`config.mk`:
```
export PLATFORM = sky130hd
export DESIGN_NAME = modular_exponentiation
export DESIGN_NICKNAME = d
export VERILOG_FILES = /design/src/design/mexp_pkg.sv /design/src/design/mexp_dp.sv /design/src/design/mexp_ctrl.sv /design/src/design/modular_exponentiation.sv
export SDC_FILE = /design/constraint.sdc
export NUM_CORES = 1
export LEC_CHECK = 0
export ABC_AREA = 1
export BUFFER_PORTS_ARGS = -buffer_cell sky130_fd_sc_hd__buf_2
export CAP_MARGIN = 20
export CORE_MARGIN = 1
export CORE_UTILIZATION = 33
export CTS_CLUSTER_DIAMETER = 80
export DETAILED_ROUTE_END_ITERATION = 12
export MAX_ROUTING_LAYER = met4
export PLACE_DENSITY = 0.52
export SETUP_SLACK_MARGIN = 0.5
export SKIP_LAST_GASP = 1
export SYNTH_ARGS = -nofsm -noshare
export SYNTH_HDL_FRONTEND = slang
export SYNTH_SLANG_ARGS = --single-unit
```
`constraint.sdc`:
```
create_clock -name clk -period 3.68 [get_ports clk]
set_clock_uncertainty 0.05 [all_clocks]
set_input_delay 0.184 -clock clk [delete_from_list [all_inputs] [get_ports clk]]
set_output_delay 0.184 -clock clk [all_outputs]
set_load 0.02 [all_outputs]
```
`src/design/mexp_pkg.sv`:
```
package mexp_pkg;

	typedef enum logic [2:0] {
		ST_IDLE,
		ST_REDUCE,
		ST_BIT,
		ST_MUL_ACC,
		ST_SQ_START,
		ST_MUL_PW,
		ST_DONE
	} state_t;

	typedef struct packed {
		logic load;       // capture a new item
		logic div_step;   // one restoring step of base mod modulus
		logic mul_start;  // seed a modular product
		logic mul_step;   // one shift-and-add doubling step
		logic mul_last;   // write the finished product back
		logic to_acc;     // product is acc*pw (else pw*pw)
		logic exp_shift;  // move to the next exponent bit
		logic res_load;   // load the output register
	} cmd_t;

	typedef struct packed {
		logic special;    // modulus zero or exponent zero
		logic exp_lsb;    // current exponent bit
	} sts_t;

endpackage

```
`src/design/mexp_dp.sv`:
```
module mexp_dp #(
	parameter int WIDTH = 32
) (
	input  logic               clk,
	input  mexp_pkg::cmd_t     cmd,
	output mexp_pkg::sts_t     sts,
	input  logic [WIDTH-1:0]   base,
	input  logic [WIDTH-1:0]   exponent,
	input  logic [WIDTH-1:0]   modulus,
	output logic [WIDTH-1:0]   result
);

	logic [WIDTH-1:0] m_q;
	logic [WIDTH-1:0] e_q;
	logic [WIDTH-1:0] dvd_q;
	logic [WIDTH-1:0] pw_q;
	logic [WIDTH-1:0] acc_q;
	logic [WIDTH-1:0] prod_q;
	logic [WIDTH-1:0] dbl_q;
	logic [WIDTH-1:0] y_q;
	logic [WIDTH-1:0] result_q;
	logic             mod_zero_q;
	logic             exp_zero_q;

	logic [WIDTH:0]   rem_t;
	logic [WIDTH-1:0] rem_next;
	logic [WIDTH-1:0] prod_next;
	logic [WIDTH-1:0] dbl_next;
	logic [WIDTH-1:0] res_val;

	// (x + y) mod m for x, y < m
	function automatic logic [WIDTH-1:0] add_mod(input logic [WIDTH-1:0] x,
		input logic [WIDTH-1:0] y, input logic [WIDTH-1:0] m);
		logic [WIDTH:0] s;
		s = {1'b0, x} + {1'b0, y};
		if (s >= {1'b0, m}) begin
			s = s - {1'b0, m};
		end
		return s[WIDTH-1:0];
	endfunction

	always_comb begin
		rem_t = {pw_q, dvd_q[WIDTH-1]};
		if (rem_t >= {1'b0, m_q}) begin
			rem_next = WIDTH'(rem_t - {1'b0, m_q});
		end else begin
			rem_next = rem_t[WIDTH-1:0];
		end
	end

	assign prod_next = y_q[0] ? add_mod(prod_q, dbl_q, m_q) : prod_q;
	assign dbl_next  = add_mod(dbl_q, dbl_q, m_q);

	always_comb begin
		if (mod_zero_q) begin
			res_val = '0;
		end else if (exp_zero_q) begin
			res_val = WIDTH'(1);
		end else begin
			res_val = acc_q;
		end
	end

	always_ff @(posedge clk) begin
		if (cmd.load) begin
			m_q        <= modulus;
			e_q        <= exponent;
			dvd_q      <= base;
			pw_q       <= '0;
			acc_q      <= (modulus == WIDTH'(1)) ? '0 : WIDTH'(1);
			mod_zero_q <= (modulus == '0);
			exp_zero_q <= (exponent == '0);
		end
		if (cmd.div_step) begin
			pw_q  <= rem_next;
			dvd_q <= dvd_q << 1;
		end
		if (cmd.mul_start) begin
			prod_q <= '0;
			dbl_q  <= cmd.to_acc ? acc_q : pw_q;
			y_q    <= pw_q;
		end
		if (cmd.mul_step) begin
			prod_q <= prod_next;
			dbl_q  <= dbl_next;
			y_q    <= y_q >> 1;
		end
		if (cmd.mul_last) begin
			if (cmd.to_acc) begin
				acc_q <= prod_next;
			end else begin
				pw_q <= prod_next;
			end
		end
		if (cmd.exp_shift) begin
			e_q <= e_q >> 1;
		end
		if (cmd.res_load) begin
			result_q <= res_val;
		end
	end

	assign sts.special = mod_zero_q | exp_zero_q;
	assign sts.exp_lsb = e_q[0];
	assign result      = result_q;

endmodule

```
`src/design/mexp_ctrl.sv`:
```
module mexp_ctrl #(
	parameter int WIDTH = 32
) (
	input  logic           clk,
	input  logic           arst_n,
	input  logic           in_valid,
	output logic           in_ready,
	output logic           out_valid,
	input  logic           out_ready,
	output mexp_pkg::cmd_t cmd,
	input  mexp_pkg::sts_t sts
);

	localparam int CW = $clog2(WIDTH);
	localparam logic [CW-1:0] LAST = CW'(WIDTH - 1);

	mexp_pkg::state_t state_q;
	mexp_pkg::state_t state_d;
	logic [CW-1:0]    step_q;
	logic [CW-1:0]    bit_q;
	logic             out_valid_q;
	logic             slot_free;

	assign slot_free = !out_valid_q || out_ready;

	always_comb begin
		state_d = state_q;
		case (state_q)
			mexp_pkg::ST_IDLE: begin
				if (in_valid) state_d = mexp_pkg::ST_REDUCE;
			end
			mexp_pkg::ST_REDUCE: begin
				if (sts.special) begin
					state_d = mexp_pkg::ST_DONE;
				end else if (step_q == LAST) begin
					state_d = mexp_pkg::ST_BIT;
				end
			end
			mexp_pkg::ST_BIT: begin
				state_d = sts.exp_lsb ? mexp_pkg::ST_MUL_ACC : mexp_pkg::ST_MUL_PW;
			end
			mexp_pkg::ST_MUL_ACC: begin
				if (step_q == LAST) state_d = mexp_pkg::ST_SQ_START;
			end
			mexp_pkg::ST_SQ_START: begin
				state_d = mexp_pkg::ST_MUL_PW;
			end
			mexp_pkg::ST_MUL_PW: begin
				if (step_q == LAST) begin
					state_d = (bit_q == LAST) ? mexp_pkg::ST_DONE : mexp_pkg::ST_BIT;
				end
			end
			mexp_pkg::ST_DONE: begin
				if (slot_free) state_d = mexp_pkg::ST_IDLE;
			end
			default: state_d = mexp_pkg::ST_IDLE;
		endcase
	end

	always_comb begin
		cmd      = '0;
		in_ready = 1'b0;
		case (state_q)
			mexp_pkg::ST_IDLE: begin
				in_ready = 1'b1;
				cmd.load = in_valid;
			end
			mexp_pkg::ST_REDUCE: begin
				cmd.div_step = !sts.special;
			end
			mexp_pkg::ST_BIT: begin
				cmd.mul_start = 1'b1;
				cmd.to_acc    = sts.exp_lsb;
			end
			mexp_pkg::ST_MUL_ACC: begin
				cmd.mul_step = 1'b1;
				cmd.to_acc   = 1'b1;
				cmd.mul_last = (step_q == LAST);
			end
			mexp_pkg::ST_SQ_START: begin
				cmd.mul_start = 1'b1;
			end
			mexp_pkg::ST_MUL_PW: begin
				cmd.mul_step  = 1'b1;
				cmd.mul_last  = (step_q == LAST);
				cmd.exp_shift = (step_q == LAST);
			end
			mexp_pkg::ST_DONE: begin
				cmd.res_load = slot_free;
			end
			default: begin
				cmd = '0;
			end
		endcase
	end

	always_ff @(posedge clk or negedge arst_n) begin
		if (!arst_n) begin
			state_q     <= mexp_pkg::ST_IDLE;
			step_q      <= '0;
			bit_q       <= '0;
			out_valid_q <= 1'b0;
		end else begin
			state_q <= state_d;
			// step counter serves both the reduction and each product
			if (cmd.load || cmd.mul_start || cmd.mul_last) begin
				step_q <= '0;
			end else if (cmd.div_step || cmd.mul_step) begin
				step_q <= step_q + CW'(1);
			end
			if (cmd.load) begin
				bit_q <= '0;
			end else if (cmd.exp_shift) begin
				bit_q <= bit_q + CW'(1);
			end
			// hold the beat until taken
			if (cmd.res_load) begin
				out_valid_q <= 1'b1;
			end else if (out_ready) begin
				out_valid_q <= 1'b0;
			end
		end
	end

	assign out_valid = out_valid_q;

endmodule

```
`src/design/modular_exponentiation.sv`:
```
// Computes base ** exponent mod modulus on WIDTH-bit unsigned operands, one item at a
// time. An exponent of zero gives 1 (also for modulus 1); modulus zero gives 0. The base
// is first reduced by a restoring remainder unit, one bit a cycle. Then each exponent
// bit, LSB first, runs the shared shift-and-add modular multiplier: a one bit first adds
// a product into the running result, and every bit then squares the power. When exponent
// or modulus is zero, the reduction and the products are skipped. A finished result that
// still waits on the output holds the block until it is taken. A new item is taken while
// the previous result still waits on the output.
module modular_exponentiation #(
	parameter int WIDTH = 32
) (
	input  logic             clk,
	input  logic             arst_n,
	input  logic             in_valid,
	output logic             in_ready,
	input  logic [WIDTH-1:0] base,
	input  logic [WIDTH-1:0] exponent,
	input  logic [WIDTH-1:0] modulus,
	output logic             out_valid,
	input  logic             out_ready,
	output logic [WIDTH-1:0] result
);

	mexp_pkg::cmd_t cmd;
	mexp_pkg::sts_t sts;

	mexp_ctrl #(
		.WIDTH (WIDTH)
	) u_ctrl (
		.clk       (clk),
		.arst_n    (arst_n),
		.in_valid  (in_valid),
		.in_ready  (in_ready),
		.out_valid (out_valid),
		.out_ready (out_ready),
		.cmd       (cmd),
		.sts       (sts)
	);

	mexp_dp #(
		.WIDTH (WIDTH)
	) u_dp (
		.clk      (clk),
		.cmd      (cmd),
		.sts      (sts),
		.base     (base),
		.exponent (exponent),
		.modulus  (modulus),
		.result   (result)
	);

endmodule
```
==> impl_metrics.csv <==
group,metric,value,unit
worst_hold_path,hp-start,"modulus[28]",
placement,portBuffers,133,
worst_setup_path,cpPeakStageDelay,0.45,ns
synth,ys_ff_latch,304,
cells_and_area,drive_gt1_share,26.6,%
timing,fin_crit_sh,107,%
cells_and_area,nNetsFinal,4333,
clock_tree,tritoncts,"yes",
timing,period_minus_slack,3.93,ns
synth,syn_avg_cell_area,6.76,sq um
floorplanning,fp.dieW,270,um
worst_setup_path,ff2ff_setup_slack,-0.25,ns
grt,grt_pass1_vias,24400,
timing,worst_slew_pin_slew,0.995,ns
synth,syn-num-nets,3738,
floorplanning,die_y,270,um
clock_tree,clock_path_buffers,3,
timing,setup_viol,96,
worst_setup_path,path_class,"flip-flop to flip-flop",
route,antenna_left,0,
timing,hold_violations,0,
synth,netlist_area,23700,sq um
floorplanning,core-area,70500,sq um
worst_setup_path,cp.required,4.04,ns
synth,yosys_warnings,0,
timing,fin_ws,-0.248,ns
worst_setup_path,cp.arrival,4.29,ns
outcome,run_status,"finished, violations left",
timing,slew_violations,0,
outcome,violations,"negative setup slack",
worst_setup_path,cp_cell_sequence,"ha_4 -> fa_2 -> nand3_2 -> nand3_4 -> nand2_4 -> nand2_8 -> nand4_1 -> nand3_1 -> nand2_1 -> nand2_2 -> inv_2 -> ha_4 -> nand2_4 -> nor2_4 -> buf_4 -> a21oi_4 -> buf_6 -> nand3_4 -> nand2_8 -> nand2_8 -> buf_12 -> nand2_4 -> nand3_4 -> a21oi_1",
timing,hold_ws,0.299,ns
clock_tree,cts.clk_slew.worst_paths,0.06,ns
clock_tree,clk_latency,0.58,ns
synth,synth_area_leaders,"edfxtp_1 28%, nand2_1 20%, inv_1 8.4%",
route,drtPass1Iterations,6,
clock_tree,cts_made_buffers,40,
synth,synth_edf_count,223,
worst_setup_path,r2r_start,"u_dp.prod_q[0]",
worst_setup_path,cp_max_fo,6,
placement,gp_congestion,1.04,
grt,grt_start_max_net_pins,96,
route,route.vias.total,25600,
worst_setup_path,start_kind,"flip-flop",
route,wl_per_cell,20.6,um
placement,dpl.hpwl,79800,um
worst_setup_path,end_kind,"flip-flop",
worst_setup_path,worstSetupStartpoint,"u_dp.prod_q[0]",
cells_and_area,area.growth.synth_to_final,39.9,%
timing,slew_headroom,33.5,%
timing,fmax,255,MHz
synth,synth_top_area_share,28.3,%
worst_hold_path,hold_class,"primary input to flip-flop",
synth,syn-instance-count,3502,
clock_tree,clock-sinks,304,
grt,overflow,0,
cells_and_area,nFillCells,7131,
floorplanning,start_util,33.6,%
grt,antenna_found_initial,4,
synth,post_synth_num_cell_types,54,
worst_hold_path,holdPathStages,2,
worst_hold_path,worstHoldEndpoint,"u_dp.m_q[28]",
route,wl,104000,um
clock_tree,ctsRootBufferMaster,"clkbuf_16",
synth,yosysSeqAreaShare,35.4,%
synth,synth-async-reset-ratio,4.61,%
flow_run,cap_viol_max_count,0,
worst_setup_path,worst_path_max_delay_cell,"edfxtp_1",
synth,synth_ff_type,"edfxtp_1",
route,first_iter_violations,2322,
synth,synth_top_cell_by_area,"edfxtp_1",
floorplanning,top_level_ports,134,
floorplanning,die_area,72800,sq um
worst_setup_path,r2r_end,"u_dp.prod_q[6]",
clock_tree,htreeDepth,2,
worst_setup_path,worst-r2r-cell-count,24,
route,drc,0,
grt,grt_pass1_wl,153000,um
grt,grt_util_all_layers,28.6,%
timing,rsz0062_at_grt,"true",
floorplanning,core.rowCount,97,
route,drt-vias-per-instance,5.05,
[placed cells by master, fill, tap and decap left out, types with 17 or more instances in the layout]
cell type,n
a21oi_1,152
a21oi_2,27
buf_2,133
buf_4,377
buf_6,17
clkbuf_16,46
dfxtp_1,67
dlygate4sd3_1,100
edfxtp_1,223
ha_1,77
ha_4,53
inv_1,500
inv_2,44
nand2_1,1079
nand2_2,155
nand2_4,38
nand3_1,256
nand3_2,51
nand3_4,23
nand3b_1,27
nand4_1,36
nor2_1,214
nor2_2,33
nor2_4,25
nor3_1,19
nor4_1,20
o21ai_0,90
o22ai_1,30
xnor2_1,39
xor2_1,19
[cell usage after synthesis, types with 6 or more instances]
| cell | count |
|---|---|
| ha_1 | 132 |
| a21o_1 | 6 |
| nor2_1 | 257 |
| nand3_1 | 314 |
| nor3_1 | 26 |
| inv_2 | 18 |
| a21oi_2 | 7 |
| buf_1 | 15 |
| buf_6 | 6 |
| nor4_1 | 20 |
| nand4_1 | 36 |
| nand2_1 | 1241 |
| clkbuf_1 | 43 |
| xnor2_1 | 41 |
| o21ai_0 | 92 |
| dfrtp_1 | 14 |
| buf_2 | 23 |
| dfxtp_1 | 67 |
| xor2_1 | 27 |
| o21bai_1 | 13 |
| nor2_2 | 11 |
| nand2_2 | 30 |
| nand3_2 | 16 |
| edfxtp_1 | 223 |
| a21oi_1 | 179 |
| inv_1 | 532 |
| o22ai_1 | 30 |
| nand3b_1 | 27 |
[critical path: cells and delay by family, from the launching register on]
family | cells | cell delay (ns)
AND/OR/NAND/NOR | 15 | 1.52
adder cells (fa/ha/maj) | 3 | 0.82
buffers and inverters | 4 | 0.50
flip-flops | 1 | 0.45
AO/OA/AOI/OAI | 2 | 0.39
[timing repair]
| action | in CTS | in global routing |
|---|---|---|
| gates cloned | 2 | 4 |
| setup endpoints to repair | 125 | 127 |
| gates resized for setup | 241 | 225 |
| hold buffers | 100 | 0 |
| setup buffers | 31 | 29 |
| hold endpoints to repair | 116 | 0 |
| pin swaps | 83 | 103 |
[cell type report]
type	instances	area (sq um)	area share, %
multi-input cells	2557	15200	45.7
clock buffers	57	1140	3.43
clock inverters	17	158	0.476
flip-flops and latches	304	8390	25.3
diodes	6	15.0	0.0453
repair buffers	643	5020	15.2
well taps	940	1180	3.55
inverters	551	2090	6.29
[metal layers]
layer	share of wire, %	wire length [um]	vias to the layer above	track usage, %
met1	44	45900	12100	37.5
met2	45	46600	894	43.7
li1	-	-	12500	-
met5	0	0	-	-
met3	7.1	7410	185	4.82
met4	4.3	4480	0	11.4
[stage by stage]
stage | setup TNS (ns) | instance area, sq um | setup WS, ns | util (%) | std cells
floorplan | 0 | 23900 | 0.295 | - | 3502
global placement | -53.91 | 28100 | -0.695 | 39.8 | 4829
detailed placement | -53.82 | 28100 | -0.690 | 39.8 | 4829
CTS | -7.90 | 31900 | -0.164 | 45.2 | 5036
global route | -29.33 | 33100 | -0.367 | 47.0 | 5073
finish | -15.38 | 33100 | -0.248 | 47.0 | 5075
[worst max-delay path by stage]
stage | slack [ns] | end
final | -0.25 | u_dp.prod_q[6]
after global routing | -0.37 | u_dp.prod_q[5]
after CTS | -0.16 | u_dp.prod_q[27]
after detailed placement | -0.69 | u_dp.pw_q[24]
after global placement | -0.70 | u_dp.pw_q[24]
after floorplan | 0.29 | u_dp.prod_q[11]
[cells by family after synthesis]
group | Yosys count | synth area share (%)
AO/OA/AOI/OAI | 349 | 8.10
AND/OR/NAND/NOR | 2002 | 36.0
XOR/XNOR | 68 | 2.51
buffers and inverters | 643 | 10.6
flip-flops | 304 | 35.4
adder cells (fa/ha/maj) | 136 | 7.31
[sequential cells by signal, indices dropped and copies added (netlist names), 3 cells and up]
| register | cells |
|---|---|
| u_dp.acc_q | 32 |
| u_ctrl.step_q | 5 |
| u_ctrl.bit_q | 5 |
| u_dp.prod_q | 32 |
| u_dp.dbl_q | 32 |
| u_dp.dvd_q | 32 |
| u_dp.pw_q | 32 |
| u_dp.e_q | 32 |
| u_dp.result | 32 |
| u_ctrl.state_q | 3 |
| u_dp.y_q | 32 |
| u_dp.m_q | 32 |
Power is left out: the tool's default activity adds up to more than one toggle a clock period on the data nets, which glitch-free logic cannot reach.
